## src/design/tmpt_ram.sv

```systemverilog
`timescale 1ns / 1ps
// Generic simple dual-port RAM with one write port and a registered read port.
module tmpt_ram #(
	parameter int WIDTH = 8,
	parameter int DEPTH = 256
) (
	input  logic                     clk,
	input  logic                     we,
	input  logic [$clog2(DEPTH)-1:0] waddr,
	input  logic [WIDTH-1:0]         wdata,
	input  logic                     re,
	input  logic [$clog2(DEPTH)-1:0] raddr,
	output logic [WIDTH-1:0]         rdata
);

	logic [WIDTH-1:0] mem [DEPTH];

	always_ff @(posedge clk) begin
		if (we) begin
			mem[waddr] <= wdata;
		end
		if (re) begin
			rdata <= mem[raddr];
		end
	end

endmodule

```

## config.mk

```make
export PLATFORM = sky130hd
export DESIGN_NAME = tmpt_ram
export DESIGN_NICKNAME = d
export VERILOG_FILES = /design/src/design/tmpt_ram.sv
export SDC_FILE = /design/constraint.sdc
export NUM_CORES = 2
export LEC_CHECK = 0
export ABC_AREA = 0
export BUFFER_PORTS_ARGS = -buffer_cell sky130_fd_sc_hd__buf_4
export CAP_MARGIN = 0
export CORE_MARGIN = 2
export CORE_UTILIZATION = 40
export CTS_CLUSTER_SIZE = 16
export DETAILED_ROUTE_END_ITERATION = 10
export SYNTH_ARGS = -nofsm -noshare
export SYNTH_HDL_FRONTEND = slang
export SYNTH_SLANG_ARGS = --single-unit
```

## constraint.sdc

```tcl
create_clock -name clk -period 2.85 [get_ports clk]
set_input_delay 0 -clock clk [delete_from_list [all_inputs] [get_ports clk]]
set_output_delay 0 -clock clk [all_outputs]
set_load 0.005 [all_outputs]
```

## Yosys cells after proc, flatten, opt, wreduce, memory -nomap -nowiden

Memory sizes are Yosys's and may differ from the RTL's. A register that Yosys moved wholly into a read port is not among the register bits.
Cells that the tools add are included.

| storage, ports and cells | value |
|---|---|
| bits in writable memories | 2048 |
| output and inout bits | 8 |
| memories kept | 1 |
| bits in latches | 0 |
| memory bits (read-only) | 0 |
| word-level logic and storage cells | 3 |
| input port bits | 27 |
| register bits | 0 |

Memory list:

| memory | depth | width | rd ports | clocked after memory_dff | write ports | line | RTL |
|---|---|---|---|---|---|---|---|
| mem | 256 | 8 | 1 | 1 | 1 | 16 | `logic [WIDTH-1:0] mem [DEPTH];` |

| operators by class | value |
|---|---|
| add/sub/neg operators | 0 |
| $mul | 0 |
| divide/modulo/power cells | 0 |
| reductions and logical operators | 0 |
| bitwise operators | 0 |
| order comparisons | 0 |
| equality and inequality tests | 0 |
| shifts and indexed selects | 0 |
| multiplexer cells | 2 |

Operators by type and width:

| operator | number |
|---|---|
| $mux 1 | 2 |

## Longest topological paths before layout

| depth | value |
|---|---|
| word-level depth | 2 |
| mapped depth | 11 |
| mapped depth without buffers | 6 |

## Worst setup path after synthesis

No wires, ideal clock.

| timing path | value |
|---|---|
| path type | input to register |
| from | input port raddr[0] |
| to | register rdata[2], read port of mem (data pin) |
| library setup time | 0.269 ns |
| data required time | 2.581 ns |
| arrival | 1.807 ns |
| stages on the path | 9 |
| setup slack | 0.774 ns |
| path buffers | 4 |
| path through | buf_6 > buf_12 > buf_8 > buf_2 > mux4_2 > a22oi_1 > a21oi_1 > nor4_1 > nor4_2 |

RTL lines:

| what | line | RTL |
|---|---|---|
| from (decl) | 12 | `input logic [$clog2(DEPTH)-1:0] raddr,` |
| to (decl) | 13 | `output logic [WIDTH-1:0] rdata` |

==> metrics.cfg <==
[outcome]
outcome = complete, no violations

[flow_run]
max_cap_viol_count = 0

[min_path]
hold_class = in2reg

[sta]
timing.fmax_mhz = 370
finalCriticalPeriod_ns = 2.70
slew_headroom = 0.332
fin_skew_ns = 0.0434
finalHoldViolCount = 0
setup_viol_count_final = 0
setup_repair_after_global_routing_missed_its_margin = false
post-route-period-util = 0.948
final.setup.worst_slack_ns = 0.148
timing_max_transition_violations_final = 0
max_slew.worst_pin.slew_ns = 0.992

[setup_path]
crit_path_frequent_cell = sky130_fd_sc_hd__buf_4
critPathMaxFanout = 1
crit_chain = mux4_2, a22o_1, a221oi_1, buf_4, o32ai_1, buf_4, nor3_1, buf_4, nor4_1
endpoint_kind = register
cp-start-kind = register
timing.critical_path.buf_inv = 3
slowest_stage = sky130_fd_sc_hd__mux4_2
crit_family = compound AO/OA/AOI/OAI gates
cp.required_ns = 3.43
critical_path_arrival_ns = 3.28
timing.critical_path.slowest_cell_delay_ns = 0.47
path_class = reg2reg

[clock_network]
clk_pin_slew_ns = 0.07
cts_tree = done
cts_buffer_depth = 3
cts.sinks = 2056
clk_latency_ns = 0.84
cts_inserted_buffers = 200
cts_resized = 0
clk_root_buffer_cell = sky130_fd_sc_hd__clkbuf_16
ctsHoldBuffers = 19
postCtsSetupBuffers = 0
depth_of_the_cts_h_tree = 4

[layout]
postLayoutCoreUtil = 0.474
post_route_cell_area_um2 = 93600
finalNonFillerCells = 7154
multiInputGateArea_um2 = 16500
layout-drive-gt1-share = 0.304
nets = 4378
area_growth_syn_to_layout_pct = 17.5
seq_area_um2 = 61700
fillers = 16200

[yosys]
post_synth_instance_area_um2 = 79600
syn_inst = 3733
synth_edf_count = 2056
synthDistinctLibCells = 54
synth_flop_cell = sky130_fd_sc_hd__edfxtp_1
async_reset_ff_frac = 0
syn_avg_cell_area_um2 = 21.3
synth-warning-count = 0
share_of_synthesized_area_occupied_by_flip_flops_and_latches = 0.775
yosys_register_bits = 2056
synth_nets = 3760

[floorplan]
core_um2 = 198000
num_io_pins = 35
die_h_um = 450
die_ar_um2 = 203000
rows = 163
fp.dieW_um = 450
initial_utilization = 0.403

[drt]
detailroute.via_count = 40500
detail_route.drc_violations = 0
viasPerCell = 5.66
detail_route.wirelength_um = 205000
antenna_violating_nets_post_route = 0
post_drt_wl_per_cell_um = 28.6
initialDrtViolationCount = 4785
drt_pass1_iterations = 5

[placement]
port_buffers = 34
globalplace.congestion = 0.845
dp_slack_ns = -0.344
place.detailed.hpwl_um = 133000
post_dp_cell_area_um2 = 87100
number_of_placed_instances_with_taps_included = 6770

[grt]
global_route.usage.total = 0.201
overflow_after_grt = 0
grt_pass1_vias = 40500
pin_count_of_the_biggest_net_entering_global_routing = 115
initial_antenna_violation_count = 6
first_pass_grt_wire_length_um = 295000

[power]
power.static_leakage_nw = 29.9
vdd_ir_drop_max_mv = 0.550
power.density_nw_per_um2 = 666

-- routing by layer --
layer / up-vias / share of wire / GRT usage / wire [µm]
met5: - / 0.00019 / 0 / 39
met3: 303 / 0.072 / 0.0337 / 14700
met4: 6 / 0.029 / 0.0598 / 5940
met1: 21600 / 0.42 / 0.287 / 86400
li1: 16900 / - / - / -
met2: 1618 / 0.48 / 0.317 / 97500
-- metrics by stage --
step / hold slack (ns) / TNS [ns] / power, mW
after global routing: 0.111 / 0 / 64.1
after floorplan: 0.0989 / 0 / 35.6
after CTS: 0.105 / 0 / 62.8
after global placement: 0.376 / -1.25 / 37.4
after detailed placement: 0.375 / -1.16 / 37.5
final: 0.140 / 0 / 62.3
-- cell usage after synthesis, types with 16 or more instances --
| master | number | share of area |
|---|---|---|
| sky130_fd_sc_hd__nor2b_1 | 31 | 0.0024 |
| sky130_fd_sc_hd__nor2_1 | 282 | 0.013 |
| sky130_fd_sc_hd__a22oi_1 | 133 | 0.013 |
| sky130_fd_sc_hd__mux2i_1 | 134 | 0.017 |
| sky130_fd_sc_hd__buf_1 | 22 | 0.0010 |
| sky130_fd_sc_hd__buf_6 | 21 | 0.0030 |
| sky130_fd_sc_hd__buf_2 | 31 | 0.0019 |
| sky130_fd_sc_hd__a21oi_1 | 96 | 0.0060 |
| sky130_fd_sc_hd__o22ai_1 | 28 | 0.0022 |
| sky130_fd_sc_hd__buf_4 | 27 | 0.0025 |
| sky130_fd_sc_hd__clkbuf_1 | 111 | 0.0052 |
| sky130_fd_sc_hd__nand2_1 | 33 | 0.0016 |
| sky130_fd_sc_hd__o221ai_1 | 46 | 0.0051 |
| sky130_fd_sc_hd__nor4_1 | 24 | 0.0019 |
| sky130_fd_sc_hd__edfxtp_1 | 2056 | 0.78 |
| sky130_fd_sc_hd__nor3_1 | 22 | 0.0014 |
| sky130_fd_sc_hd__a211oi_1 | 16 | 0.0015 |
| sky130_fd_sc_hd__mux4_2 | 454 | 0.13 |
| sky130_fd_sc_hd__nand3_1 | 34 | 0.0021 |
-- report_power, final --
group          internal (mW)  total (mW)  switching [mW]
Combinational           1.33        3.41            2.07
Clock                   14.2        25.5            11.3
Sequential              33.3        33.4          0.0536
Total                   48.9        62.3            13.5
-- area by class of cell --
type                            instances  share of cell area
Clock buffer                          247              0.0560
Clock inverter                        116              0.0112
Multi-Input combinational cell       1442               0.176
Inverter                                2           0.0000802
Tap cell                             2640              0.0353
Timing Repair Buffer                  649              0.0614
Sequential cell                      2056               0.660
Antenna cell                            2           0.0000535
-- placed cells by master (no fill, tap or decap), types with 4 or more instances in the layout --
cell and count:
sky130_fd_sc_hd__clkbuf_1 44, sky130_fd_sc_hd__and2_1 6, sky130_fd_sc_hd__a221oi_1 13, sky130_fd_sc_hd__a211oi_1 16, sky130_fd_sc_hd__mux2i_1 134, sky130_fd_sc_hd__buf_12 60, sky130_fd_sc_hd__o211ai_1 10, sky130_fd_sc_hd__nand2_1 33
sky130_fd_sc_hd__nor4_2 4, sky130_fd_sc_hd__clkinv_4 4, sky130_fd_sc_hd__o221ai_1 46, sky130_fd_sc_hd__nand4_1 10, sky130_fd_sc_hd__nor4_1 23, sky130_fd_sc_hd__a21oi_1 96, sky130_fd_sc_hd__a22oi_1 133, sky130_fd_sc_hd__o21ai_0 10
sky130_fd_sc_hd__buf_4 560, sky130_fd_sc_hd__o22a_1 5, sky130_fd_sc_hd__o32ai_1 4, sky130_fd_sc_hd__buf_8 10, sky130_fd_sc_hd__nor2_1 279, sky130_fd_sc_hd__mux4_2 454, sky130_fd_sc_hd__dlygate4sd3_1 19, sky130_fd_sc_hd__or2_2 4
sky130_fd_sc_hd__bufinv_16 12, sky130_fd_sc_hd__nor2b_1 28, sky130_fd_sc_hd__o22ai_1 28, sky130_fd_sc_hd__clkbuf_16 203, sky130_fd_sc_hd__nand3_1 31, sky130_fd_sc_hd__clkinv_2 29, sky130_fd_sc_hd__nor3_1 22, sky130_fd_sc_hd__nand2b_1 8
sky130_fd_sc_hd__edfxtp_1 2056, sky130_fd_sc_hd__clkinv_16 7, sky130_fd_sc_hd__a22o_1 8, sky130_fd_sc_hd__clkinv_1 57
-- cell families (layout without fill, tap and decap cells) --
| group | after synthesis | count (layout) | share of synthesized area |
|---|---|---|---|
| other | 0 | 2 | 0 |
| buffers and inverters | 235 | 1014 | 0.0183 |
| AND/OR/NAND/NOR | 466 | 466 | 0.0263 |
| flip-flops | 2056 | 2056 | 0.775 |
| AO/OA/AOI/OAI | 385 | 385 | 0.0342 |
| multiplexers | 591 | 591 | 0.146 |
-- final timing paths --
path / from / endpoint / slack [ns] / depth (start not counted)
min reg2reg: mem[40][3] / rdata[3] / 1.21 / 7
max reg2reg: mem[81][3] / rdata[3] / 0.15 / 9
max: mem[81][3] / rdata[3] / 0.15 / 9
min: re / rdata[2] / 0.14 / 2
-- registers in the layout, indices dropped and copies added (netlist names) --
name,cells
rdata,8
mem,2048
(Power assumes the default switching activity.)
