**src/design/tmpt_pkg.sv**
```systemverilog
`timescale 1ns / 1ps
// Shared types and constants for the task max-priority table.
package tmpt_pkg;

	localparam int OPCODE_W   = 2;
	localparam int TASK_ID_W  = 8;
	localparam int USER_ID_W  = 16;
	localparam int PRIO_REQ_W = 32;

	localparam int DEF_TASK_ENTRIES  = 256;
	localparam int DEF_USER_BITS     = 16;
	localparam int DEF_PRIORITY_BITS = 32;

	typedef enum logic [OPCODE_W-1:0] {
		OP_ADD    = 2'd0,
		OP_EDIT   = 2'd1,
		OP_REMOVE = 2'd2,
		OP_EXEC   = 2'd3
	} opcode_t;

	typedef enum logic [2:0] {
		ST_CLEAR,
		ST_IDLE,
		ST_EDIT,
		ST_SCAN,
		ST_DONE
	} state_t;

	// Control from the sequencer to the best-entry tracker.
	typedef struct packed {
		logic start;
		logic step;
	} scan_ctl_t;

endpackage

```
**src/design/tmpt_scan.sv**
```systemverilog
`timescale 1ns / 1ps
// Best-entry tracker: keeps the highest-priority valid entry seen during a scan.
module tmpt_scan #(
	parameter int USER_BITS     = tmpt_pkg::DEF_USER_BITS,
	parameter int PRIORITY_BITS = tmpt_pkg::DEF_PRIORITY_BITS,
	parameter int IDX_W         = 8
) (
	input  logic                     clk,
	input  logic                     arst_n,
	input  tmpt_pkg::scan_ctl_t      ctl,
	input  logic [IDX_W-1:0]         entry_idx,
	input  logic                     entry_valid,
	input  logic [USER_BITS-1:0]     entry_user,
	input  logic [PRIORITY_BITS-1:0] entry_prio,
	output logic                     found,
	output logic [IDX_W-1:0]         best_idx,
	output logic [USER_BITS-1:0]     best_user
);

	logic                     found_q;
	logic [IDX_W-1:0]         best_idx_q;
	logic [USER_BITS-1:0]     best_user_q;
	logic [PRIORITY_BITS-1:0] best_prio_q;
	logic                     take;

	// Entries arrive in ascending order, so >= lets the higher index win a tie.
	assign take = ctl.step && entry_valid && (!found_q || entry_prio >= best_prio_q);

	always_ff @(posedge clk or negedge arst_n) begin
		if (!arst_n) begin
			found_q <= 1'b0;
		end else if (ctl.start) begin
			found_q <= 1'b0;
		end else if (take) begin
			found_q <= 1'b1;
		end
	end

	always_ff @(posedge clk) begin
		if (take) begin
			best_idx_q  <= entry_idx;
			best_user_q <= entry_user;
			best_prio_q <= entry_prio;
		end
	end

	assign found     = found_q;
	assign best_idx  = best_idx_q;
	assign best_user = best_user_q;

endmodule

```
**config.mk**
```make
export PLATFORM = sky130hd
export DESIGN_NAME = tmpt_scan
export DESIGN_NICKNAME = d
export VERILOG_FILES = /design/src/design/tmpt_pkg.sv /design/src/design/tmpt_scan.sv
export SDC_FILE = /design/constraint.sdc
export NUM_CORES = 1
export LEC_CHECK = 0
export ABC_AREA = 1
export BUFFER_PORTS_ARGS = -buffer_cell sky130_fd_sc_hd__buf_2
export CAP_MARGIN = 0
export CORE_AREA = 2 2 86 104
export DETAILED_ROUTE_END_ITERATION = 10
export DIE_AREA = 0 0 88 106
export GPL_TIMING_DRIVEN = 1
export PLACE_DENSITY = 0.63
export SKIP_LAST_GASP = 1
export SYNTH_ARGS = -nofsm -noshare
export SYNTH_HDL_FRONTEND = slang
export SYNTH_SLANG_ARGS = --single-unit
```
**constraint.sdc**
```tcl
create_clock -name clk -period 8.41 [get_ports clk]
set_input_delay 0.841 -clock clk [delete_from_list [all_inputs] [get_ports clk]]
set_output_delay 0.841 -clock clk [all_outputs]
set_load 0.005 [all_outputs]
```
---- Yosys cells after proc, flatten, opt, wreduce, memory -nomap -nowiden ----
Cells that the tools add are included.
word-level totals
  word-level logic and storage cells ...... 12
  ROM bits ................................ 0
  output and inout bits ................... 25
  memory bits (writable) .................. 0
  memories ................................ 0
  latch bits .............................. 0
  input bits .............................. 61
  register bits after elaboration ......... 57
cells by class
  magnitude comparators ................... 1
  eq/ne operators ......................... 0
  add/sub/neg operators ................... 0
  reduce and logical (&&, ||, !) cells .... 5
  bitwise logic cells ..................... 0
  div/mod/pow operators ................... 0
  multiplexer cells ....................... 2
  multipliers ............................. 0
  shift-type cells ........................ 0
operators by type and width
  operator           count
  $ge 32x32->1       1
  $logic_and 1x1->1  2
  $mux 1             2
  $reduce_bool 2->1  1
  $logic_not 1->1    1
  $logic_or 1x1->1   1

---- Depth between registers and ports, before layout ----
Gate-level depths: netlist of run 1.
  word-level depth ........................ 5
  depth in mapped cells ................... 13
  mapped depth without buffers ............ 13

---- Least setup slack after synthesis of run 1 ----
Ideal clock, no wire load.
  path kind ............................... input to register
  from .................................... input port entry_prio[7]
  to ...................................... register best_idx_q[0] (netlist: best_idx[0]), enable pin
  stages .................................. 11
  setup slack ............................. 4756 ps
  arrival time ............................ 3221 ps
  path buffers ............................ 0
  setup time .............................. 433 ps
  required time ........................... 7977 ps
  cell sequence ........................... ha_1 > nand2_1 > inv_2 > nand2_2 > nor2_2 > nor2_1 > nand2_1 > nand2_1 > nand2_1 > nand2_1 > a21oi_2
on the way
  cells in the longest elaborated chain, start to end .. 3
ends and longest elaborated chain
  what                  RTL line         text
  start, declared       tmpt_scan.sv:14  input logic [PRIORITY_BITS-1:0] entry_prio,
  $ge 32x32->1          tmpt_scan.sv:27  assign take = ctl.step && entry_valid && (!found_q || entry_prio >= best_prio_q);
  $logic_or 1x1->1      tmpt_scan.sv:27
  $logic_and 1x1->1     tmpt_scan.sv:27
  net take              tmpt_scan.sv:24  logic take;
  end signal, assigned  tmpt_scan.sv:41  best_idx_q <= entry_idx;
  end, declared         tmpt_scan.sv:21  logic [IDX_W-1:0] best_idx_q;
The timed path passes the listed nets, and every way through them passes these cells.
A chain may end at the register's enable or synchronous reset.

---- Worst setup path after layout of run 1 ----
  from .................................... input port entry_prio[5]
  to ...................................... register best_user_q[15] (netlist: best_user[15]), enable pin
on the way
  cells in the longest elaborated chain, start to end .. 3
ends and longest elaborated chain
  what                  RTL line         text
  $ge 32x32->1          tmpt_scan.sv:27
  $logic_or 1x1->1      tmpt_scan.sv:27
  $logic_and 1x1->1     tmpt_scan.sv:27
  net take              tmpt_scan.sv:24
  end signal, assigned  tmpt_scan.sv:42  best_user_q <= entry_user;
  end, declared         tmpt_scan.sv:22  logic [USER_BITS-1:0] best_user_q;
The timed path passes the listed nets, and every way through them passes these cells.

==> results of run 1 <==
[worst paths after layout]
| check | start | end | slack [ns] |
|---|---|---|---|
| max | entry_prio[5] | best_user[15] | 5.41 |
| min | arst_n | found | 0.27 |
| max reg2reg | best_prio_q[5] | best_user[15] | 5.67 |
| min reg2reg | found | found | 0.58 |
| max in group asynchronous | arst_n | found | 8.06 |
| min in group clk | found | found | 0.58 |
[through the flow]
step | cell area, µm² | instances
finish | 3340 | 423
global route | 3340 | 423
CTS | 3340 | 423
detailed placement | 3180 | 407
global placement | 3180 | 407
floorplan | 2590 | 204
[state kept, by name (all words and copies together), names as in the netlist]
signal,count
best_prio_q,32
best_user,16
best_idx,8
found,1
[final cells by class]
class	count	area, µm²
Clock inverter	6	35.0
Tap cell	117	146
Sequential cell	57	1710
Inverter	42	158
Multi-Input combinational cell	105	733
Fill cell	831	5040
Clock buffer	10	128
Timing Repair Buffer	86	433
[synthesized netlist by cell type]
library cell  number
o21a_1             1
ha_1              32
o21ai_1            1
edfxtp_1          56
a21oi_1           14
inv_1             41
nand2_2            2
inv_2              1
nand4_1            3
nor2_2             1
o21ai_0            2
nor3_1             1
nand2_1           36
dfrtp_1            1
nor2_1            10
a21oi_2            2
[where the power goes]
part,switching (W),internal (W)
logic,0.0000342,0.0000276
clock network,0.000107,0.000104
registers,0.00000290,0.000328
[cells by family after synthesis]
| logic type | synth area share, % |
|---|---|
| AO/OA/AOI/OAI | 4.25 |
| AND/OR/NAND/NOR | 8.31 |
| flip-flops | 65.9 |
| adder cells (fa/ha/maj) | 15.5 |
| buffers and inverters | 6.09 |
[per-layer routing]
metal / part of all wire (%) / up-vias
met2: 49 / 43
met3: 6.2 / 11
met4: 2.5 / 0
li1: - / 884
met1: 42 / 763
met5: 0 / -
==> impl_results.md, run 1 <==
- Commonest non-fill, non-tap cell in the layout: buf_2
- Sequential-to-total area share from yosys stat: 65.9%
- WP buf/inv: 3
- Endpoints failing hold: 0
- Share of the synthesized area in the top cell type: 64.9%
- Port Buffers: 85
- Final setup viols: 0
- Setup TNS: 0 ns
- Pwr per Cell Area: 181 nW/µm²
- Detail Route Antenna Nets: 0
- Dpl hpwl: 3.69 mm
- CTS resizes: 0
- DRT iter0 DRCs: 48
- Nets@finish: 394
- Relative slew margins: 53.5%
- Critical-path top delay cell: a21oi_4
- Syn_nets: 297
- Layout cells sized above 1: 34.3%
- CTS Buffer Depth: 2
- Clk root buf: clkbuf_8
- Area Overhead vs Synth: 28.9%
- Largest net degree at the start of global routing: 36
- Clock-pin slew on the worst setup and hold paths: 0.06 ns
- Reg2Reg Depth: 13
- Fin crit period: 3.00 ns
- Worst EP required: 8.39 ns
- Cell family with most CP delay: buffers and inverters
- Per-cell routed wire length: 11.3 µm
- Total power: 0.000604 W
- CP peak stage delay: 0.58 ns
- Worst Path Arrival: 2.98 ns
- Synth unique cells: 16
- Ys Warns: 0
- Setup WS pre-CTS: 5.01 ns
- Worst slew pin tran: 0.695 ns
- CP Capture Type: flip-flop
- Worst Clk Skew: 0.00551 ns
- Fmax achieved: 333 MHz
- Leading area contributor after synthesis: edfxtp_1
- Routability congestion estimate: 0.778
- Unrepaired setup endpoints after global routing: false
- Die width: 88 µm
- Mapped Avg Cell Area: 12.7 µm²
- Top cells by area, synth: edfxtp_1 (65%), ha_1 (15%), inv_1 (5.9%)
- Final Slew Violations: 0
- CTS HTree Levels: 3
- Number of I/O pins: 86
- Post-route DRC: 0
- Gr ovfl total: 0
- Commonest non-fill, non-tap cells in the layout: buf_2 (85), edfxtp_1 (56), inv_1 (41)
- Max Cap Violations: 0
- Type of origin of the critical path: primary input
- M2 GR Usage: 18.4%
- Post-CTS setup buffer count: 0
- Placement row count: 37
- Routed WL: 4.77 mm
- Vias per cell: 4.02
- Starting Density: 30.9%
- Sink Count: 57
- Final core occ: 39.9%
- Synthesized instance count: 204
- Post-synthesis cell area: 2590 µm²
- Worst-Skew Late Latency: 0.34 ns
- Worst min-delay path class: primary input to asynchronous set/reset pin
- Crit-path max FO: 35
- Overall routing resource usage: 11.4%
- Setup CP Type: primary input to flip-flop
- DRT Pass-1 Iters: 3
- Met3 Use GR: 4.35%
- Fin Hold WS: 0.268 ns
- Tcrit/Tclk final: 35.7%
- Routing usage on met1: 12.7%
- Max IR drop VDD: 0.0856 mV
- Core area: 8380 µm²
- CTS Hold Buffers Added: 0
- Worst-path cell chain: buf_2 -> ha_1 -> nand2_1 -> inv_1 -> nand2_2 -> nor2_2 -> nor2_1 -> nand2_1 -> nand2_1 -> nand2_1 -> nand2_1 -> a21oi_4 -> buf_4
- Initial antenna violation count: 0
- Vias in the first global route: 1710
- Die Y: 106 µm
- Crit path top cell by count: nand2_1
- Die area: 9330 µm²
- Synth Register Bits: 57
- Diodes inserted: 0
- Num CTS Buffers: 9
- Global-route wire length before repair: 7.79 mm
- Via Count: 1701
- Setup ws final: 5.41 ns
- CP Depth: 13
- Outcome: complete, no violations
- Global routing's busiest layer: met2
- Pleak: 1.55 nW
- CTS tree: done
Note: power is estimated with default switching activity, not from simulation.
==> run 2: changes to the inputs <==
ABC_AREA = 0   (was 1)
CORE_AREA = 2 2 85 103   (was 2 2 86 104)
DIE_AREA = 0 0 87 105   (was 0 0 88 106)
clock period = 2.77 ns   (was 8.41 ns; I/O delays follow)
==> run 2 against run 1 <==
  * Non-clock buffer count is 2 higher
  * Sequential cell count is the same
  * Clock power rose to 3.5 times the previous value
  * Total power increased to 3.2 times the previous value
  * Critical endpoint is now best_user[14]
  * Largest cell class unchanged
==> impl_results.md, run 2 <==
- Per-cell routed wire length: 12.9 µm (+14%)
- Pwr per Cell Area: 577 nW/µm² (+220%)
- CTS tree: done
- Routability congestion estimate: 0.775 (-0.40%)
- Worst Clk Skew: 0.00626 ns (+0.000758 ns)
- Count leader, synth: edfxtp_1
- Worst Path Arrival: 2.62 ns (-0.36 ns)
- Switching power: 0.000431 W (+200%)
- Initial antenna violation count: 0 (unchanged)
- Via Count: 1641 (-3.5%)
- Fin Hold WS: 0.0950 ns (-0.173 ns)
- Total power: 0.00192 W (+220%)
- CTS Hold Buffers Added: 1 (+1)
- Nets@finish: 364 (-7.6%)
- CP Capture Type: flip-flop
- Synth unique cells: 26 (+10)
- Int Pwr: 0.00149 W (+230%)
- Commonest non-fill, non-tap cell in the layout: buf_2
- Endpoints failing hold: 0 (unchanged)
- DRT Pass-1 Iters: 4 (+1)
- Post-synth EDFFs: 56 (unchanged)
- Overall routing resource usage: 11.3% (-0.016 points)
- Die width: 87 µm (-1.1%)
- Tcrit/Tclk final: 93.5%
- CTS resizes: 0 (unchanged)
- Max IR drop VDD: 0.244 mV (+190%)
- Sink Count: 57 (unchanged)
- Global-route wire length before repair: 7.92 mm (+1.7%)
- Switching Share: 22.4% (-1.5 points)
- Detail Route Antenna Nets: 0 (unchanged)
- Relative slew margins: 65.2% (+12 points)
- Storage cell area: 1710 µm² (unchanged)
- Layout cells sized above 1: 38.4% (+4.1 points)
- Vias per cell: 4.42 (+10%)
- Cell family with most CP delay: simple AND/OR/NAND/NOR gates
- Fin crit period: 2.59 ns
- Crit-path max FO: 27 (-23%)
- Dpl hpwl: 3.69 mm (about the same)
- Commonest non-fill, non-tap cells in the layout: buf_2 (85), edfxtp_1 (56), inv_1 (32), ha_1 (32), a21oi_1 (11)
- Area Overhead vs Synth: 31.6%
- Worst min-delay path class: primary input to flip-flop
- Port Buffers: 85 (unchanged)
- Type of origin of the critical path: flip-flop
- Top cells by area, synth: edfxtp_1 (66%), ha_1 (16%), inv_1 (4.7%)
- Max reg flops: 32 (unchanged)
- Fill cells: 760 (-8.5%)
- Clk root buf: clkbuf_8
- Share of the synthesized area in the top cell type: 66.4% (+1.5 points)
- Die Y: 105 µm (-0.94%)
- Primary FF master, synth: edfxtp_1
- Combinational power share: 9.6% (-0.6 points)
- Die area: 9140 µm² (-2.1%)
- Largest net degree at the start of global routing: 28 (-22%)
- Gr ovfl total: 0 (unchanged)
- Final Slew Violations: 0 (unchanged)
- CTS Buffer Depth: 2 (unchanged)
- Final setup viols: 0 (unchanged)
- Register bank with the most flops: best_prio_q
- CP peak stage delay: 0.49 ns (-0.09 ns)
- Footprint of the multi-input gates: 726 µm² (-1.0%)
- Core area: 8060 µm² (-3.8%)
- Unrepaired setup endpoints after global routing: false
- Post-CTS setup buffer count: 0 (unchanged)
- Post-Layout Cell Count: 371 (-12%)
- Post-route DRC: 0 (unchanged)
- Worst-path cell chain: inv_1 -> ha_1 -> and4_1 -> or4b_4 -> o221a_4 -> o21ai_4 -> buf_12
- Outcome: complete, no violations
- Worst-Skew Late Latency: 0.33 ns (about the same)
- Clock-pin slew on the worst setup and hold paths: 0.07 ns (about the same)
- Leading area contributor after synthesis: edfxtp_1
- Most frequent cells after synthesis: edfxtp_1 (56), ha_1 (32), inv_1 (32)
- Mapped Avg Cell Area: 14.7 µm² (+16%)
- Ys Warns: 0 (unchanged)
- Sequential-to-total area share from yosys stat: 67.4% (+1.5 points)
- Synthesized instance count: 172 (-16%)
- Critical-path top delay cell: or4b_4
- Clock power share: 38.2% (+3.2 points)
- Synth Register Bits: 57 (unchanged)
- Post-synthesis cell area: 2530 µm² (-2.2%)
- Vias in the first global route: 1730 (+1.2%)
- Placed cell count: 354 (-13%)
- WP buf/inv: 2 (-1)
- Flop pwr share: 52.1% (-2.7 points)
- Starting Density: 31.4% (+0.50 points)
- Worst slew pin tran: 0.510 ns (-0.186 ns)
- Number of I/O pins: 86 (unchanged)
- DRT iter0 DRCs: 62 (+29%)
- Placement row count: 36 (-2.7%)
- Async SR Flop Fraction: 1.75% (unchanged)
- Syn_nets: 265 (-11%)
- Num CTS Buffers: 9 (unchanged)
- CTS HTree Levels: 3 (unchanged)
- Fmax achieved: 386 MHz
- Routed WL: 4.79 mm (+0.31%)
- Worst EP required: 2.80 ns (-5.59 ns)
- Pleak: 1.50 nW (-3.7%)
- Max Cap Violations: 0 (unchanged)
- Diodes inserted: 0 (unchanged)
- Setup CP Type: flip-flop to flip-flop
[run 2: changes by cell type in the layout (fill, tap and decap cells not counted), moves of 2 or more]
cell | before | now
nand2_1 | 36 | 8
a221oi_1 | 0 | 2
nand2b_1 | 0 | 2
buf_12 | 0 | 2
inv_1 | 41 | 32
nor2_1 | 10 | 4
a21oi_1 | 14 | 11
nand2_2 | 2 | 0
nand3_1 | 0 | 3
[run 2: final cells by class]
| class | instances | area share [%] |
|---|---|---|
| Sequential cell | 57 | 51.2 |
| Multi-Input combinational cell | 83 | 21.8 |
| Tap cell | 95 | 3.57 |
| Inverter | 32 | 3.60 |
| Clock buffer | 10 | 3.83 |
| Timing Repair Buffer | 88 | 14.3 |
| Clock inverter | 6 | 1.76 |
[run 2: power by group through the flow]
stage | Clock [W] | Sequential [W] | Combinational (W)
after CTS | 0.000769 | 0.00100 | 0.000190
after detailed placement | 0 | 0.00102 | 0.000188
after global routing | 0.000807 | 0.00101 | 0.000216
final | 0.000736 | 0.00100 | 0.000185
after global placement | 0 | 0.00102 | 0.000184
after floorplan | 0 | 0.00102 | 0.0000870
[run 2: per-layer routing]
| metal | vias up | GRT usage (%) | part of all wire (%) |
|---|---|---|---|
| met3 | 14 | 3.48 | 6.0 |
| met4 | 0 | 5.58 | 2.4 |
| li1 | 832 | - | - |
| met5 | - | 0 | 0 |
| met1 | 741 | 12.7 | 42 |
| met2 | 54 | 19.2 | 50 |
[run 2: worst paths after layout]
kind / to / start / depth (start not counted) / slack (ns)
worst max-delay path: best_user[14] / best_prio_q[26] / 7 / 0.18
worst min register to register: found / found / 2 / 0.52
min in group asynchronous: found / arst_n / 2 / 0.26
worst min-delay path: found / ctl[1] / 2 / 0.09
worst max register to register: best_user[14] / best_prio_q[26] / 7 / 0.18
max in group asynchronous: found / arst_n / 2 / 2.43
[run 2: worst register-to-register path: stages (launching register included)]
cell	delay (ns)
edfxtp_1	0.33
inv_1	0.04
ha_1	0.31
and4_1	0.21
or4b_4	0.49
o221a_4	0.28
o21ai_4	0.36
buf_12	0.25
[run 2: kinds of logic after synthesis]
| kind of cell | count (synthesis) | synth area share [%] |
|---|---|---|
| AO/OA/AOI/OAI | 25 | 6.32 |
| adder cells (fa/ha/maj) | 32 | 15.8 |
| buffers and inverters | 32 | 4.74 |
| flip-flops | 57 | 67.4 |
| AND/OR/NAND/NOR | 26 | 5.73 |
[run 2: through the flow]
stage / TNS (ns) / instance area (µm²) / setup WS (ns) / utilization (%)
2_1_floorplan: -7.55 / 2550 / -0.135 / -
3_3_place_gp: 0 / 3140 / 0.174 / 38.9
3_5_place_dp: 0 / 3140 / 0.112 / 38.9
4_1_cts: 0 / 3330 / 0.142 / 41.3
5_1_grt: 0 / 3330 / 0.0257 / 41.3
6_report: 0 / 3330 / 0.179 / 41.3
==> run 3: changes to the inputs <==
ABC_AREA = unset   (was 0)
CORE_AREA = 2 2 83 105   (was 2 2 85 103)
CTS_BUF_LIST = sky130_fd_sc_hd__clkbuf_8   (was unset)
DIE_AREA = 0 0 85 107   (was 0 0 87 105)
==> run 3 against run 2 <==
  * Worst hold slack about the same
  * Non-clock buffer count is the same
  * First-iteration DRC count is 9.7% lower
  * Utilization grew 0.13 points
  * Fmax up 5.7%
  * Count of clock-buffer cells in the layout decreased by 1
  * Sequential share of layout area shrank 0.40 points
  * Via count grew 0.43%
  * Sequential power about the same
  * Combinational power barely moved
  * Routed wire length is 4.8% lower
  * Die area is 0.44% lower
==> impl_results.md, run 3 (synthesis results as in run 2) <==
- Worst slew pin tran: 0.432 ns (-0.0771 ns)
- Largest net degree at the start of global routing: 30 (+7.1%)
- Final core occ: 41.5% (+0.13 points)
- Diodes inserted: 0 (unchanged)
- Fmax achieved: 408 MHz (+5.7%)
- Routability congestion estimate: 0.717 (-7.5%)
- Clk root buf: clkbuf_8
- Post-route cell area: 3360 µm² (+0.79%)
- Final setup viols: 0 (unchanged)
- Nets@finish: 364 (unchanged)
- Per-cell routed wire length: 12.2 µm (-5.3%)
- Max IR drop VDD: 0.305 mV (+25%)
- Fill cells: 767 (+0.92%)
- Setup WS pre-CTS: 0.275 ns (+0.163 ns)
- Worst-Skew Late Latency: 0.33 ns (about the same)
- Pwr per Cell Area: 597 nW/µm² (+3.3%)
- Storage cell area: 1710 µm² (unchanged)
- Vias per cell: 4.42 (-0.11%)
- Footprint of the multi-input gates: 726 µm² (unchanged)
- Port Buffers: 85 (unchanged)
- Via Count: 1648 (+0.43%)
- Commonest non-fill, non-tap cell in the layout: buf_2
- Max Cap Violations: 0 (unchanged)
- Detail Route Antenna Nets: 0 (unchanged)
- CTS HTree Levels: 3 (unchanged)
- Area Overhead vs Synth: 32.7%
- Reg2Reg Depth: 8 (+1)
- Unrepaired setup endpoints after global routing: false
- Layout cells sized above 1: 38.8% (+0.36 points)
- Die Y: 107 µm (+1.9%)
- Clock-pin slew on the worst setup and hold paths: 0.06 ns (about the same)
- Max reg flops: 32 (unchanged)
- Placement row count: 37 (+2.8%)
- CTS Hold Buffers Added: 1 (unchanged)
- Global-route wire length before repair: 7.11 mm (-10%)
- Gr ovfl total: 0 (unchanged)
- Worst Clk Skew: 0.00722 ns (+0.000952 ns)
- CTS resizes: 0 (unchanged)
- Tcrit/Tclk final: 88.5% (-5.0 points)
- Starting Density: 31.3% (-0.15 points)
- Post-CTS setup buffer count: 0 (unchanged)
- Initial antenna violation count: 0 (unchanged)
- Fin crit period: 2.45 ns (-0.139 ns)
- Register bank with the most flops: best_prio_q
- Worst EP required: 2.79 ns (about the same)
- CTS tree: done
- Metal-1 WL: 1.96 mm (-1.5%)
- Core area: 8100 µm² (+0.48%)
- Worst min-delay path class: primary input to flip-flop
- Post-route DRC: 0 (unchanged)
- Overall routing resource usage: 10.5% (-0.81 points)
- Setup ws final: 0.318 ns (+0.139 ns)
- Number of I/O pins: 86 (unchanged)
- Worst Path Arrival: 2.47 ns (-0.15 ns)
- Highest Signal Layer: met4
- CTS Buffer Depth: 2 (unchanged)
- Routed WL: 4.56 mm (-4.8%)
- CP Capture Type: flip-flop
- Final Slew Violations: 0 (unchanged)
- DRT Pass-1 Iters: 4 (unchanged)
- Setup TNS: 0 ns (unchanged)
- Sink Count: 57 (unchanged)
- Num CTS Buffers: 9 (unchanged)
- Crit-path max FO: 29 (+7.4%)
- Commonest non-fill, non-tap cells in the layout: buf_2 (85), edfxtp_1 (56), inv_1 (33)
- Outcome: complete, no violations
- DRT iter0 DRCs: 56 (-9.7%)
- Dpl hpwl: 3.48 mm (-5.6%)
- Pleak: 1.52 nW (+1.4%)
- Met2 WL: 2.09 mm (-13%)
- Total power: 0.00200 W (+4.2%)
- Die width: 85 µm (-2.3%)
- Setup CP Type: flip-flop to flip-flop
- Relative slew margins: 70.4% (+5.3 points)
- Hold Path Stages: 2 (unchanged)
- WL met3: 430 µm (+49%)
- Vias in the first global route: 1526 (-12%)
- Type of origin of the critical path: flip-flop
- Placed cell areas: 3140 µm² (about the same)
- Endpoints failing hold: 0 (unchanged)
- Die area: 9100 µm² (-0.44%)
[run 3: path summary, 6_finish.rpt]
kind	end	from	slack (ns)
max	best_user[14]	best_prio_q[26]	0.32
max in group asynchronous	found	arst_n	2.43
min in group asynchronous	found	arst_n	0.26
min	found	ctl[1]	0.09
min reg2reg	found	found	0.55
max reg2reg	best_user[14]	best_prio_q[26]	0.32
[run 3: cell type report]
| class | instances | share of cell area (%) |
|---|---|---|
| Clock buffer | 9 | 3.69 |
| Tap cell | 97 | 3.61 |
| Sequential cell | 57 | 50.8 |
| Clock inverter | 7 | 2.57 |
| Inverter | 32 | 3.58 |
| Multi-Input combinational cell | 83 | 21.6 |
| Timing Repair Buffer | 88 | 14.2 |
[run 3: power by group]
part | switching [W] | internal (W)
Clock | 0.000319 | 0.000498
Sequential | 0.00000847 | 0.000994
Combinational | 0.0000954 | 0.0000902
Total | 0.000423 | 0.00158
[run 3: layer usage]
layer	up-vias	GRT usage [%]
met3	9	6.08
met4	0	4.42
met5	-	0
met1	748	12.0
li1	829	-
met2	62	16.1
[run 3: worst max-delay path, cell delays in order, from the launching register on]
cell	delay [ns]
edfxtp_1	0.33
inv_1	0.04
ha_1	0.30
and4_1	0.21
or4b_4	0.49
nor4_2	0.28
a22oi_1	0.14
o21ai_4	0.12
buf_12	0.22
[run 3: metrics by stage]
| step | hold slack [ns] | cells |
|---|---|---|
| 2_1_floorplan | -0.0186 | 172 |
| 3_3_place_gp | 0.0529 | 356 |
| 5_1_grt | 0.0643 | 373 |
| 4_1_cts | 0.0734 | 373 |
| 6_report | 0.0948 | 373 |
| 3_5_place_dp | 0.0554 | 356 |
